File: config.mk
export PLATFORM = sky130hd
export DESIGN_NAME = key_value_table_core
export DESIGN_NICKNAME = d
export VERILOG_FILES = /design/src/sv/kvt_pkg.sv /design/src/sv/kvt_ctrl.sv /design/src/sv/kvt_datapath.sv /design/src/sv/key_value_table_core.sv
export VERILOG_INCLUDE_DIRS = /design/src /design/src/sv
export SDC_FILE = /design/constraint.sdc
export NUM_CORES = 1
export LEC_CHECK = 0
export ABC_AREA = 1
export BUFFER_PORTS_ARGS = -buffer_cell sky130_fd_sc_hd__buf_2
export CAP_MARGIN = 20
export CELL_PAD_IN_SITES_DETAIL_PLACEMENT = 0
export CELL_PAD_IN_SITES_GLOBAL_PLACEMENT = 1
export CORE_ASPECT_RATIO = 1.2
export CORE_MARGIN = 2
export CORE_UTILIZATION = 32
export DETAILED_ROUTE_END_ITERATION = 10
export HOLD_SLACK_MARGIN = 0.1
export PLACE_DENSITY = 0.54
export SYNTH_ARGS = -nofsm -noshare
export SYNTH_HDL_FRONTEND = slang
export SYNTH_SLANG_ARGS = --single-unit
File: constraint.sdc
create_clock -name clock -period 14 [get_ports clock]
set_input_delay 2.1 -clock clock [delete_from_list [all_inputs] [get_ports clock]]
set_output_delay 2.1 -clock clock [all_outputs]
set_load 0.02 [all_outputs]
File: src/sv/key_value_table_core_macros.svh
// assertion macros for the key/value table core
`ifndef KEY_VALUE_TABLE_CORE_MACROS_SVH
`define KEY_VALUE_TABLE_CORE_MACROS_SVH
`ifndef NO_ASSERTIONS
// same-cycle implication, sampled on clock, off during reset
`define KVT_ASSERT_IMPL(label, lhs, rhs) \
   label: assert property (@(posedge clock) disable iff (reset) (lhs) |-> (rhs)) \
      else $error("key value table check failed");
// next-cycle implication, sampled on clock, off during reset
`define KVT_ASSERT_NEXT(label, lhs, rhs) \
   label: assert property (@(posedge clock) disable iff (reset) (lhs) |=> (rhs)) \
      else $error("key value table check failed");
`else
`define KVT_ASSERT_IMPL(label, lhs, rhs)
`define KVT_ASSERT_NEXT(label, lhs, rhs)
`endif
`endif

File: src/sv/kvt_pkg.sv
// shared constants and types for the key/value table core
package kvt_pkg;
   localparam int ENTRIES    = 16;
   localparam int KEY_BITS   = 32;
   localparam int VALUE_BITS = 32;
   localparam int WORD_BITS  = 32;
   localparam int IDX_BITS   = $clog2(ENTRIES);

   localparam logic [1:0] MODE_INSERT = 2'd0;
   localparam logic [1:0] MODE_UPDATE = 2'd1;
   localparam logic [1:0] MODE_REMOVE = 2'd2;
   localparam logic [1:0] MODE_LOOKUP = 2'd3;

   localparam logic [1:0] ST_DONE    = 2'd0;
   localparam logic [1:0] ST_ABSENT  = 2'd1;
   localparam logic [1:0] ST_PRESENT = 2'd2;
   localparam logic [1:0] ST_FULL    = 2'd3;

   typedef struct packed {
      logic start;
      logic issue;
      logic commit;
   } kvt_cmd_type;

   typedef struct packed {
      logic last;
   } kvt_sts_type;
endpackage

File: src/sv/kvt_ctrl.sv
// controller state machine: accept, scan, commit, hand off the response
module kvt_ctrl
   import kvt_pkg::*;
(
   input  logic        clock,
   input  logic        reset,
   input  logic        req_valid,
   output logic        req_stall,
   output logic        rsp_valid,
   input  logic        rsp_stall,
   output kvt_cmd_type cmd,
   input  kvt_sts_type sts
);
   localparam logic [1:0] S_IDLE   = 2'd0;
   localparam logic [1:0] S_SCAN   = 2'd1;
   localparam logic [1:0] S_LAST   = 2'd2;
   localparam logic [1:0] S_COMMIT = 2'd3;

   logic [1:0] state_ff, state_in;
   logic       rsp_valid_ff, rsp_valid_in;
   logic       fire;

   assign req_stall = (state_ff != S_IDLE);
   assign rsp_valid = rsp_valid_ff;
   // output register must be free before a new word is loaded
   assign fire = (state_ff == S_COMMIT) && !(rsp_valid_ff && rsp_stall);

   always_comb begin
      cmd.start  = (state_ff == S_IDLE) && req_valid;
      cmd.issue  = (state_ff == S_SCAN);
      cmd.commit = fire;
      state_in   = state_ff;
      unique case (state_ff)
         S_IDLE: begin
            if (req_valid) state_in = S_SCAN;
         end
         S_SCAN: begin
            if (sts.last) state_in = S_LAST;
         end
         S_LAST: begin
            state_in = S_COMMIT;
         end
         S_COMMIT: begin
            if (fire) state_in = S_IDLE;
         end
         default: begin
            state_in = S_IDLE;
         end
      endcase
   end

   always_comb begin
      rsp_valid_in = rsp_valid_ff;
      if (fire) begin
         rsp_valid_in = 1'b1;
      end else if (!rsp_stall) begin
         rsp_valid_in = 1'b0;
      end
   end

   always_ff @(posedge clock) begin
      if (reset) begin
         state_ff     <= S_IDLE;
         rsp_valid_ff <= 1'b0;
      end else begin
         state_ff     <= state_in;
         rsp_valid_ff <= rsp_valid_in;
      end
   end
endmodule

File: src/sv/kvt_datapath.sv
// datapath: key and value stores, valid bits, scan counter, match tracking
module kvt_datapath
   import kvt_pkg::*;
(
   input  logic                 clock,
   input  logic                 reset,
   input  kvt_cmd_type          cmd,
   output kvt_sts_type          sts,
   input  logic [1:0]           req_mode,
   input  logic [WORD_BITS-1:0] req_key,
   input  logic [WORD_BITS-1:0] req_value,
   output logic [1:0]           rsp_status,
   output logic [WORD_BITS-1:0] rsp_read_value
);
   logic [KEY_BITS-1:0]   key_store_ff [ENTRIES];
   logic [VALUE_BITS-1:0] value_store_ff [ENTRIES];
   logic [ENTRIES-1:0]    slot_valid_ff, slot_valid_in;

   logic [1:0]            mode_ff;
   logic [KEY_BITS-1:0]   key_ff;
   logic [VALUE_BITS-1:0] value_ff;

   logic [IDX_BITS-1:0]   cnt_ff, cnt_in;
   logic [IDX_BITS-1:0]   rd_idx_ff;
   logic                  cmp_en_ff;
   logic [KEY_BITS-1:0]   key_rd_ff;
   logic [VALUE_BITS-1:0] val_rd_ff;
   logic                  vld_rd_ff;

   logic                  hit_ff, hit_in;
   logic [IDX_BITS-1:0]   hit_idx_ff, hit_idx_in;
   logic [VALUE_BITS-1:0] hit_val_ff, hit_val_in;
   logic                  free_ff, free_in;
   logic [IDX_BITS-1:0]   free_idx_ff, free_idx_in;

   logic [1:0]            status_ff, status_in;
   logic [VALUE_BITS-1:0] rd_val_ff, rd_val_in;

   logic                  key_we, val_we;
   logic [IDX_BITS-1:0]   val_wa;

   assign sts.last       = (cnt_ff == IDX_BITS'(ENTRIES - 1));
   assign rsp_status     = status_ff;
   assign rsp_read_value = WORD_BITS'(rd_val_ff);

   // counter and first-match / first-free tracking
   always_comb begin
      cnt_in      = cnt_ff;
      hit_in      = hit_ff;
      hit_idx_in  = hit_idx_ff;
      hit_val_in  = hit_val_ff;
      free_in     = free_ff;
      free_idx_in = free_idx_ff;
      if (cmd.start) begin
         cnt_in  = '0;
         hit_in  = 1'b0;
         free_in = 1'b0;
      end else begin
         if (cmd.issue) cnt_in = cnt_ff + 1'b1;
         if (cmp_en_ff) begin
            if (vld_rd_ff && (key_rd_ff == key_ff) && !hit_ff) begin
               hit_in     = 1'b1;
               hit_idx_in = rd_idx_ff;
               hit_val_in = val_rd_ff;
            end
            if (!vld_rd_ff && !free_ff) begin
               free_in     = 1'b1;
               free_idx_in = rd_idx_ff;
            end
         end
      end
   end

   // decision at commit
   always_comb begin
      status_in     = status_ff;
      rd_val_in     = rd_val_ff;
      slot_valid_in = slot_valid_ff;
      key_we        = 1'b0;
      val_we        = 1'b0;
      val_wa        = free_idx_ff;
      if (cmd.commit) begin
         status_in = ST_ABSENT;
         rd_val_in = '0;
         unique case (mode_ff)
            MODE_INSERT: begin
               if (hit_ff) begin
                  status_in = ST_PRESENT;
               end else if (!free_ff) begin
                  status_in = ST_FULL;
               end else begin
                  key_we                     = 1'b1;
                  val_we                     = 1'b1;
                  slot_valid_in[free_idx_ff] = 1'b1;
                  status_in                  = ST_DONE;
               end
            end
            MODE_UPDATE: begin
               if (hit_ff) begin
                  val_we    = 1'b1;
                  val_wa    = hit_idx_ff;
                  status_in = ST_DONE;
               end
            end
            MODE_REMOVE: begin
               if (hit_ff) begin
                  slot_valid_in[hit_idx_ff] = 1'b0;
                  status_in                 = ST_DONE;
               end
            end
            MODE_LOOKUP: begin
               if (hit_ff) begin
                  rd_val_in = hit_val_ff;
                  status_in = ST_DONE;
               end
            end
            default: begin
               status_in = ST_ABSENT;
            end
         endcase
      end
   end

   // stores: one registered read and one write per cycle
   always_ff @(posedge clock) begin
      if (cmd.issue) begin
         key_rd_ff <= key_store_ff[cnt_ff];
         val_rd_ff <= value_store_ff[cnt_ff];
      end
      if (key_we) key_store_ff[free_idx_ff] <= key_ff;
      if (val_we) value_store_ff[val_wa] <= value_ff;
   end

   always_ff @(posedge clock) begin
      if (reset) begin
         slot_valid_ff <= '0;
         cmp_en_ff     <= 1'b0;
         hit_ff        <= 1'b0;
         free_ff       <= 1'b0;
         cnt_ff        <= '0;
      end else begin
         slot_valid_ff <= slot_valid_in;
         cmp_en_ff     <= cmd.issue;
         hit_ff        <= hit_in;
         free_ff       <= free_in;
         cnt_ff        <= cnt_in;
      end
   end

   always_ff @(posedge clock) begin
      if (cmd.start) begin
         mode_ff  <= req_mode;
         key_ff   <= req_key[KEY_BITS-1:0];
         value_ff <= req_value[VALUE_BITS-1:0];
      end
      rd_idx_ff   <= cnt_ff;
      vld_rd_ff   <= slot_valid_ff[cnt_ff];
      hit_idx_ff  <= hit_idx_in;
      hit_val_ff  <= hit_val_in;
      free_idx_ff <= free_idx_in;
      status_ff   <= status_in;
      rd_val_ff   <= rd_val_in;
   end
endmodule

File: src/sv/key_value_table_core.sv
// key/value table core: linear-search table of ENTRIES slots
// the response word is registered at commit, after every slot has been scanned and compared
// one request at a time: the next is held off until the commit, set by the slot scan
//   through the single read port of the key and value stores
// the next request is taken while an earlier response word still waits
// reset (synchronous, active high) marks every slot free; stores need none
`include "key_value_table_core_macros.svh"
module key_value_table_core
   import kvt_pkg::*;
(
   input  logic                 clock,
   input  logic                 reset,
   input  logic                 req_valid,
   output logic                 req_stall,
   input  logic [1:0]           req_mode,
   input  logic [WORD_BITS-1:0] req_key,
   input  logic [WORD_BITS-1:0] req_value,
   output logic                 rsp_valid,
   input  logic                 rsp_stall,
   output logic [1:0]           rsp_status,
   output logic [WORD_BITS-1:0] rsp_read_value
);
   // commands from the controller, scan status back
   kvt_cmd_type cmd;
   kvt_sts_type sts;

   // sequencing: idle -> scan every slot -> finish last compare -> commit
   kvt_ctrl u_ctrl (
      .clock     (clock),
      .reset     (reset),
      .req_valid (req_valid),
      .req_stall (req_stall),
      .rsp_valid (rsp_valid),
      .rsp_stall (rsp_stall),
      .cmd       (cmd),
      .sts       (sts)
   );

   // stores, valid bits, match search and response register
   kvt_datapath u_datapath (
      .clock          (clock),
      .reset          (reset),
      .cmd            (cmd),
      .sts            (sts),
      .req_mode       (req_mode),
      .req_key        (req_key),
      .req_value      (req_value),
      .rsp_status     (rsp_status),
      .rsp_read_value (rsp_read_value)
   );

   // an accepted word holds off the next one while the scan runs
   `KVT_ASSERT_NEXT(a_busy_after_accept, req_valid && !req_stall, req_stall)
   // a new response word only appears right after a commit
   `KVT_ASSERT_IMPL(a_rsp_from_commit, $rose(rsp_valid), $past(cmd.commit))
   // only a successful lookup returns a nonzero value
   `KVT_ASSERT_IMPL(a_value_only_done, rsp_valid && (rsp_read_value != '0),
                    rsp_status == ST_DONE)
endmodule
Word-level counts from Yosys, hierarchy flattened
Memories as Yosys holds them, arrays and structs flattened. A register that Yosys moved wholly into a read port is not among the register bits.
Cells that the tools add are included.
W data, S select, Z words.
{"block": "totals", "ff_bits": 171, "ramBits": 1024, "input_bits": 70, "output_inout_bits": 36, "word_cells": 103, "n_memories": 2}
{"block": "op_classes", "add_sub_neg": 1, "n_lt_le_gt_ge": 5, "n_eq_ne": 15, "n_mux": 34, "bitwise_logic": 4, "reduce_logical": 25}
{"memory": "u_datapath.key_store_ff", "words": 16, "width": 32, "read_ports": 1, "rd_clocked_by_memory_dff": 1, "wr": 1, "line_no": "kvt_datapath.sv:15", "source": "logic [KEY_BITS-1:0] key_store_ff [ENTRIES];"}
{"memory": "u_datapath.value_store_ff", "words": 16, "width": 32, "read_ports": 1, "rd_clocked_by_memory_dff": 1, "wr": 1, "line_no": "kvt_datapath.sv:16", "source": "logic [VALUE_BITS-1:0] value_store_ff [ENTRIES];"}
{"cell": "$mux W16", "n": 3}
{"cell": "$eq A32 B32 Y1", "n": 1}
{"cell": "$pmux W16 S2", "n": 1}
{"cell": "$and A16 B16 Y16", "n": 1}
{"cell": "$mux W1", "n": 16}
{"cell": "$not A16 Y16", "n": 1}
{"cell": "$or A16 B16 Y16", "n": 1}
{"cell": "$lt A4 B5 Y1 const B", "n": 3}
{"cell": "$mux W4", "n": 3}
{"cell": "$mux W2", "n": 5}
{"cell": "$reduce_and A3 Y1", "n": 3}
{"cell": "$demux W1 S4", "n": 2}
{"cell": "$eq A2 B2 Y1 const B", "n": 4}
{"cell": "$ge A4 B1 Y1 const B", "n": 2}
{"cell": "$logic_and A1 B1 Y1", "n": 8}
{"cell": "$ne A2 B1 Y1 const B", "n": 4}
{"cell": "$pmux W2 S4", "n": 1}
{"cell": "$ne A2 B2 Y1 const B", "n": 3}
{"cell": "$reduce_and A2 Y1", "n": 3}
{"cell": "$reduce_and A5 Y1", "n": 1}
{"cell": "$add A4 B1 Y4 const B", "n": 1}
{"cell": "$bmux W1 S4", "n": 1}
{"cell": "$eq A2 B1 Y1 const B", "n": 2}
{"cell": "$eq A4 B4 Y1 const B", "n": 1}
{"cell": "8 further kinds", "n": 13}

Logic depth before layout (Yosys ltp)
Gate-level depths: netlist (run 1).
{"block": "logic_depth", "word_depth": 8, "depth_mapped": 9, "mapped_depth_nobuf": 9}

By module
A second synthesis (run 1) with hierarchy kept.
{"block": "hier_totals", "cells_unflattened": 3473, "hier_area_um2": 48166.2}
{"module": "kvt_datapath", "instances": 1, "cells_per_inst": 3439, "area_per_inst_um2": 47927.2, "seq_area_each_um2": 37435.9}
{"module": "kvt_ctrl", "instances": 1, "cells_per_inst": 34, "area_per_inst_um2": 239.0, "seq_area_each_um2": 60.1}

Worst setup path after synthesis (run 1)
OpenSTA, ideal clock, no wires.
{"block": "synth_path", "kind": "in2reg", "startpoint": "in rsp_stall", "endpoint": "mem u_datapath.value_store_ff[4][0] (enable)", "setup_ns": 0.461, "t_arrival_ns": 5.972, "required_time_ns": 13.539, "slack_ns": 7.567, "path_stages": 7, "n_path_buf": 0, "cell_sequence": "nand2_1 nand2_1 inv_1 nand3_2 o21ai_0 nand3_1 nor3_1"}
{"item": "start, declared", "line_no": "key_value_table_core.sv:19", "source": "input logic rsp_stall,"}
{"item": "end, declared", "line_no": "kvt_datapath.sv:16"}

==> results.py, run 1 <==
metrics = {
    "cts": {
        "post-cts-setup-buffers": 0,
        "root_buffer": "clkbuf_16",
        "clk_latency_ps": 780,
        "cts_tree": "built",
        "cts_resized": 0,
        "numCtsBuffers": 139,
        "clk_pin_slew_ps": 60,
        "htreeDepth": 4,
        "clockBufferDepth": 3,
        "postCtsHoldBufs": 0,
        "clock-sinks": 1259,
    },
    "synth": {
        "synth-edff-count": 1228,
        "synth_xor_area_frac": 0.004365,
        "synthAdderAreaFrac": 0.001559,
        "syn_area_um2": 48150,
        "ys_ff_latch": 1259,
        "yosysUniqueCellTypes": 36,
        "synth_compound_area_frac": 0.1161,
        "synthCells": 3388,
        "synthSimpleGateAreaFrac": 0.07078,
        "synthMuxAreaShare": 0,
        "synthesis.nets": 3464,
        "synth_top_family_by_area": "compound AO/OA/AOI/OAI gates",
        "synth_ff_type": "edfxtp_1",
        "ys_seq_area_frac": 0.7787,
        "synthArstFlopShare": 0,
        "syn_area_per_cell_um2": 14.21,
        "ys_warn_count": 0,
        "yosysTopAreaCell": "edfxtp_1",
        "synth_top_area_share": 0.7658,
        "synth.area.top_cells": "edfxtp_1 77%, o21ai_0 5.4%, nor2_1 4.8%",
    },
    "place": {
        "place_congestion": 0.7334,
        "io_buffers": 105,
        "hpwlAfterDp_mm": 66.83,
    },
    "final_layout": {
        "final_common_cell": "edfxtp_1",
        "nFillCells": 14070,
        "layout_common_cells": "1228 x edfxtp_1, 602 x nor2_1, 523 x o21ai_0",
        "syn2layout_area_growth_pct": 15.07,
        "final_nets": 3553,
        "antenna-diode-count": 0,
        "drive_above_1_share": 0.1162,
    },
    "sta": {
        "slew_violations": 0,
        "fin_skew_ps": 39.74,
        "hold_violations": 0,
        "setup_viol": 0,
        "period_minus_slack_ps": 4756,
        "relSlewSlack": 0.2989,
        "clock.fmax_mhz": 210.3,
        "post-route-period-util": 0.3397,
        "rsz0062_at_grt": "false",
        "tightest_slew_ps": 1052,
        "fin_tns_setup_ps": 0,
    },
    "detailed_routing": {
        "route.met3.wl_mm": 4.762,
        "num_vias": 27800,
        "via_per_inst": 5.016,
        "highest_layer": "met4",
        "drtPass1Iterations": 7,
        "routedWlPerCell_um": 23.47,
        "drt_iter0_drc": 2262,
        "ant_nets": 0,
        "remaining_drc_errors": 0,
        "routed_wl_mm": 130.1,
        "wl_met2_mm": 66.09,
        "drt-met1-wl_mm": 56.11,
    },
    "worst_setup_path": {
        "crit_type": "in -> reg",
        "critical-path-max-stage-delay_ps": 590,
        "start_kind": "input pin",
        "crit_slowest_cell": "nor2_4",
        "required_ps": 14430,
        "crit_path_end_kind": "register",
        "crit_top_cell": "nand2_1",
        "crit_chain": "buf_2 -> nand2_1 -> nand2_1 -> inv_2 -> nand3_2 -> o21ai_0 -> nand3_1 -> nor2_4 -> buf_4",
        "cp.arrival_ps": 5180,
        "crit_family": "simple AND/OR/NAND/NOR gates",
        "critPathMaxFanout": 18,
        "crit_buf_inv": 3,
    },
    "grt": {
        "antenna_found_initial": 2,
        "overflow": 0,
        "grtUsageTotal": 0.1688,
        "grt_max_degree": 207,
        "grt_pass1_vias": 28200,
        "grt_pass1_wl_mm": 190.9,
    },
    "floorplanning": {
        "die-area_um2": 153600,
        "initial_core_util": 0.3229,
        "io_pins": 106,
        "fp.dieW_um": 358.1,
        "die_h_um": 428.9,
        "rows": 155,
        "core-area_um2": 149100,
    },
    "job": {
        "drv_cap": 0,
    },
    "pwr": {
        "power_density_nw_per_um2": 170.0,
        "ir_worst_vdd_mv": 0.1307,
        "p_total_mw": 9.417,
        "leakage_nw": 17.77,
    },
    "min_path": {
        "hp-class": "reg -> reg",
    },
    "status": {
        "status": "complete, no violations",
    },
}
logic make-up (layout without fill, tap and decap cells):
family / after synthesis / after routing
xor+xnor: 24 / 24
compound gates: 916 / 916
fa+ha+maj: 6 / 6
buf+inv: 319 / 511
flops: 1259 / 1259
simple gates: 864 / 864
flip-flops by register name (all words and copies together) (netlist names), 16 cells and up:
register and count:
u_datapath.key_store_ff 512, u_datapath.value_store_ff 512, u_datapath.hit_val_ff 32, u_datapath.key_ff 32, u_datapath.key_rd_ff 32, u_datapath.rsp_read_value 32
u_datapath.val_rd_ff 32, u_datapath.value_ff 32, u_datapath.slot_valid_ff 16
metrics by stage:
stage | hold WS [ps] | area [µm²] | cells | setup WS [ps] | utilization
2_1_floorplan | 325.8 | 48150 | 3388 | 7567 | -
4_1_cts | 416.1 | 55410 | 5542 | 9268 | 0.3715
6_report | 415.3 | 55410 | 5542 | 9244 | 0.3715
5_1_grt | 425.4 | 55410 | 5542 | 9002 | 0.3715
3_3_place_gp | 401.7 | 50910 | 5298 | 8430 | 0.3414
3_5_place_dp | 404.5 | 50910 | 5298 | 8433 | 0.3414
final timing paths:
| check | start | to | slack, ps | cells after the start |
|---|---|---|---|---|
| worst min register to register | u_datapath.val_rd_ff[16]$_DFFE_PP_ | u_datapath.hit_val_ff[16]$_DFFE_PP_ | 420 | 0 |
| worst min-delay path | u_datapath.val_rd_ff[16]$_DFFE_PP_ | u_datapath.hit_val_ff[16]$_DFFE_PP_ | 420 | 0 |
| worst max register to register | u_ctrl.state_ff[0]$_SDFFE_PP0P_ | u_datapath.value_store_ff[12][11]$_DFFE_PP_ | 10140 | 8 |
| worst max-delay path | rsp_stall | u_datapath.value_store_ff[12][11]$_DFFE_PP_ | 9240 | 9 |
metal layers:
metal | GRT usage | up-vias
met5 | 0 | -
met4 | 0.05138 | 0
met3 | 0.02635 | 167
met2 | 0.2928 | 552
met1 | 0.2156 | 14080
li1 | - | 12990
where the power goes:
group | leakage, nW | internal (mW) | switching [mW]
logic | 4.23 | 0.284 | 0.821
clock network | 2.20 | 2.13 | 1.50
registers | 11.3 | 4.47 | 0.218
synth_stat cells, types with 13 or more instances:
cell type / instances
edfxtp_1: 1228
nor2_1: 619
o21ai_0: 523
o221ai_1: 176
nand2_1: 135
clkbuf_1: 129
inv_1: 92
o211ai_1: 83
o22ai_1: 83
buf_2: 67
nand3_1: 62
nor3_1: 33
dfxtp_1: 31
o21ai_1: 21
a21oi_1: 19
xnor2_1: 13
area by class of cell:
type,instances,area (µm²),share of cell area
clock buffers,168,3661,0.06607
clock inverters,76,833.3,0.01504
inverters,96,394.1,0.007113
multi-input cells,1810,9508,0.1716
flip-flops and latches,1259,37510,0.6770
well taps,1962,2455,0.04430
repair buffers,171,1046,0.01888
No activity file was read; power rests on OpenSTA's default activity.
==> run 2: changes to the inputs <==
- clock period: 14 -> 4.5 ns (I/O delays scaled with it)
==> run 2 against run 1 <==
Effect of this change:
- clock skew is 10 ps lower
- register-to-register slack worse by 8900 ps
- first-iteration DRC count is 8.7% lower
- clock power grew to 2.9 times the previous value
- worst setup slack worse by 8000 ps
- sequential power grew to 3.1 times the previous value
- sequential share of layout area is 0.52 points lower
- critical path depth stayed put
- non-clock buffer count is 62 higher
- wire length is 2.7% higher
- utilization is 0.29 points higher
- design area is 0.77% higher
- largest power group unchanged
- highest routed layer unchanged
==> results.py, run 2 (synthesis gave the netlist of run 1 again) <==
metrics = {
    "status": {
        "status": "complete, no violations",
    },
    "detailed_routing": {
        "num_vias": 28250,
        "routedWlPerCell_um": 23.83,
        "ant_nets": 0,
        "via_per_inst": 5.043,
        "drtPass1Iterations": 5,
        "drt_iter0_drc": 2066,
        "routed_wl_mm": 133.5,
        "remaining_drc_errors": 0,
    },
    "final_layout": {
        "antenna-diode-count": 0,
        "stdcell_count": 5602,
        "finish.instance_area_um2": 55840,
        "reg.largest.list": "u_datapath.key_store_ff: 512 flops, u_datapath.value_store_ff: 512 flops",
        "final_nets": 3613,
        "syn2layout_area_growth_pct": 15.96,
        "drive_above_1_share": 0.1115,
        "final_common_cell": "edfxtp_1",
        "layout_common_cells": "1228 x edfxtp_1, 602 x nor2_1, 523 x o21ai_0",
    },
    "sta": {
        "relSlewSlack": 0.1372,
        "period_minus_slack_ps": 3249,
        "post-route-period-util": 0.7221,
        "hold_violations": 0,
        "finalWorstSetupSlack_ps": 1251,
        "tightest_slew_ps": 1294,
        "fin_hold_ws_ps": 137.6,
        "clock.fmax_mhz": 307.7,
        "rsz0062_at_grt": "false",
        "setup_viol": 0,
        "slew_violations": 0,
        "fin_skew_ps": 29.66,
        "fin_tns_setup_ps": 0,
    },
    "floorplanning": {
        "die_h_um": 428.9,
        "rows": 155,
        "core-area_um2": 149100,
        "initial_core_util": 0.3229,
        "io_pins": 106,
        "die-area_um2": 153600,
        "fp.dieW_um": 358.1,
    },
    "pwr": {
        "p_clk_frac": 0.367,
        "seqPwrFrac": 0.510,
        "leakage_nw": 17.97,
        "p_switching_mw": 7.811,
        "ir_worst_vdd_mv": 0.3941,
        "power_density_nw_per_um2": 512.8,
        "p_int_mw": 20.82,
        "p_comb_frac": 0.123,
        "switching_share": 0.2728,
    },
    "worst_setup_path": {
        "crit_type": "reg -> reg",
        "crit_chain": "ha_1 -> nand2_1 -> inv_2 -> nand3_2 -> buf_4 -> o21ai_0 -> nand3_1 -> nor3_2 -> buf_4",
        "crit_path_end_kind": "register",
        "critical-path-max-stage-delay_ps": 560,
        "required_ps": 4880,
        "crit_top_cell": "buf_4",
        "critPathMaxFanout": 32,
        "cp.arrival_ps": 3630,
        "start_kind": "register",
        "crit_slowest_cell": "buf_4",
    },
    "grt": {
        "overflow": 0,
        "grt_pass1_wl_mm": 193.7,
        "grt_pass1_vias": 28480,
        "grtUsageMet3": 0.02487,
        "busiest_layer": "met2",
        "antenna_found_initial": 1,
        "grtUsageMet2": 0.3004,
        "grtUsageTotal": 0.1720,
        "grt_max_degree": 276,
        "grt_use_met1": 0.2194,
    },
    "cts": {
        "clk_pin_slew_ps": 50,
        "clockBufferDepth": 3,
        "numCtsBuffers": 137,
        "clk_latency_ps": 760,
        "root_buffer": "clkbuf_16",
        "cts_tree": "built",
        "clock-sinks": 1259,
        "htreeDepth": 4,
    },
    "place": {
        "place_congestion": 0.7499,
        "place_ws_ps": 973.1,
        "io_buffers": 105,
        "dpl_cell_area_um2": 51170,
        "hpwlAfterDp_mm": 68.81,
        "dp_cells": 5306,
    },
    "job": {
        "drv_cap": 0,
    },
    "min_path": {
        "hp-class": "in -> reg",
    },
}
-- run 2: cell types whose count changed in the layout (fill, tap and decap cells not counted), moves of 4 or more --
cell           previous run  this run
buf_12                    2        12
bufinv_16                14         3
clkbuf_1                 25        43
clkinv_2                 23        15
clkinvlp_4                1         5
dlygate4sd3_1             0        54
nor3_2                   16         5
nor3_4                    0        11
-- run 2: stage by stage --
step	total power, mW	util
2_1_floorplan	16.90	-
3_3_place_gp	18.43	0.3431
3_5_place_dp	18.44	0.3431
4_1_cts	29.06	0.3744
5_1_grt	29.86	0.3744
6_report	28.63	0.3744
-- run 2: area by class of cell --
cell class                      instances  area (µm²)
Fill cell                           14120       93300
Clock buffer                          187        3731
Sequential cell                      1259       37510
Tap cell                             1962        2455
Timing Repair Buffer                  233        1772
Multi-Input combinational cell       1810        9577
Clock inverter                         55       396.6
Inverter                               96       395.4
-- run 2: power groups by stage --
stage	registers, mW	clock network, mW	logic (mW)
3_3_place_gp	14.8	0	3.59
5_1_grt	14.7	11.2	3.95
3_5_place_dp	14.8	0	3.59
4_1_cts	14.6	10.8	3.64
6_report	14.6	10.5	3.53
2_1_floorplan	14.6	0	2.33
-- run 2: critical path, delay by kind of cell (launching register included) --
kind            cells  cell delay, ps
flops               1             410
buf+inv             3             940
compound gates      1             360
simple gates        4             910
fa+ha+maj           1             210
-- run 2: worst paths after layout --
check                                    start                                         end  slack (ps)  cells past startpoint
min reg2reg  u_datapath.val_rd_ff[7]$_DFFE_PP_          u_datapath.hit_val_ff[7]$_DFFE_PP_         420                      0
max reg2reg    u_ctrl.state_ff[0]$_SDFFE_PP0P_  u_datapath.value_store_ff[4][29]$_DFFE_PP_        1250                      9
min                                req_key[16]             u_datapath.key_ff[16]$_DFFE_PP_         140                      1
max            u_ctrl.state_ff[0]$_SDFFE_PP0P_  u_datapath.value_store_ff[4][29]$_DFFE_PP_        1250                      9
-- run 2: routing by layer --
layer	up-vias	part of all wire
met5	-	0
met4	0	0.024
met3	175	0.032
met2	514	0.51
met1	14460	0.44
li1	13110	-
-- run 2: timing repair --
item                                    4_1_cts  5_1_grt
buffers inserted                              0        0
hold buffers                                 54        0
endpoints found under the setup margin        0        0
hold endpoints to repair                     54        0
gates resized for setup                       0        0
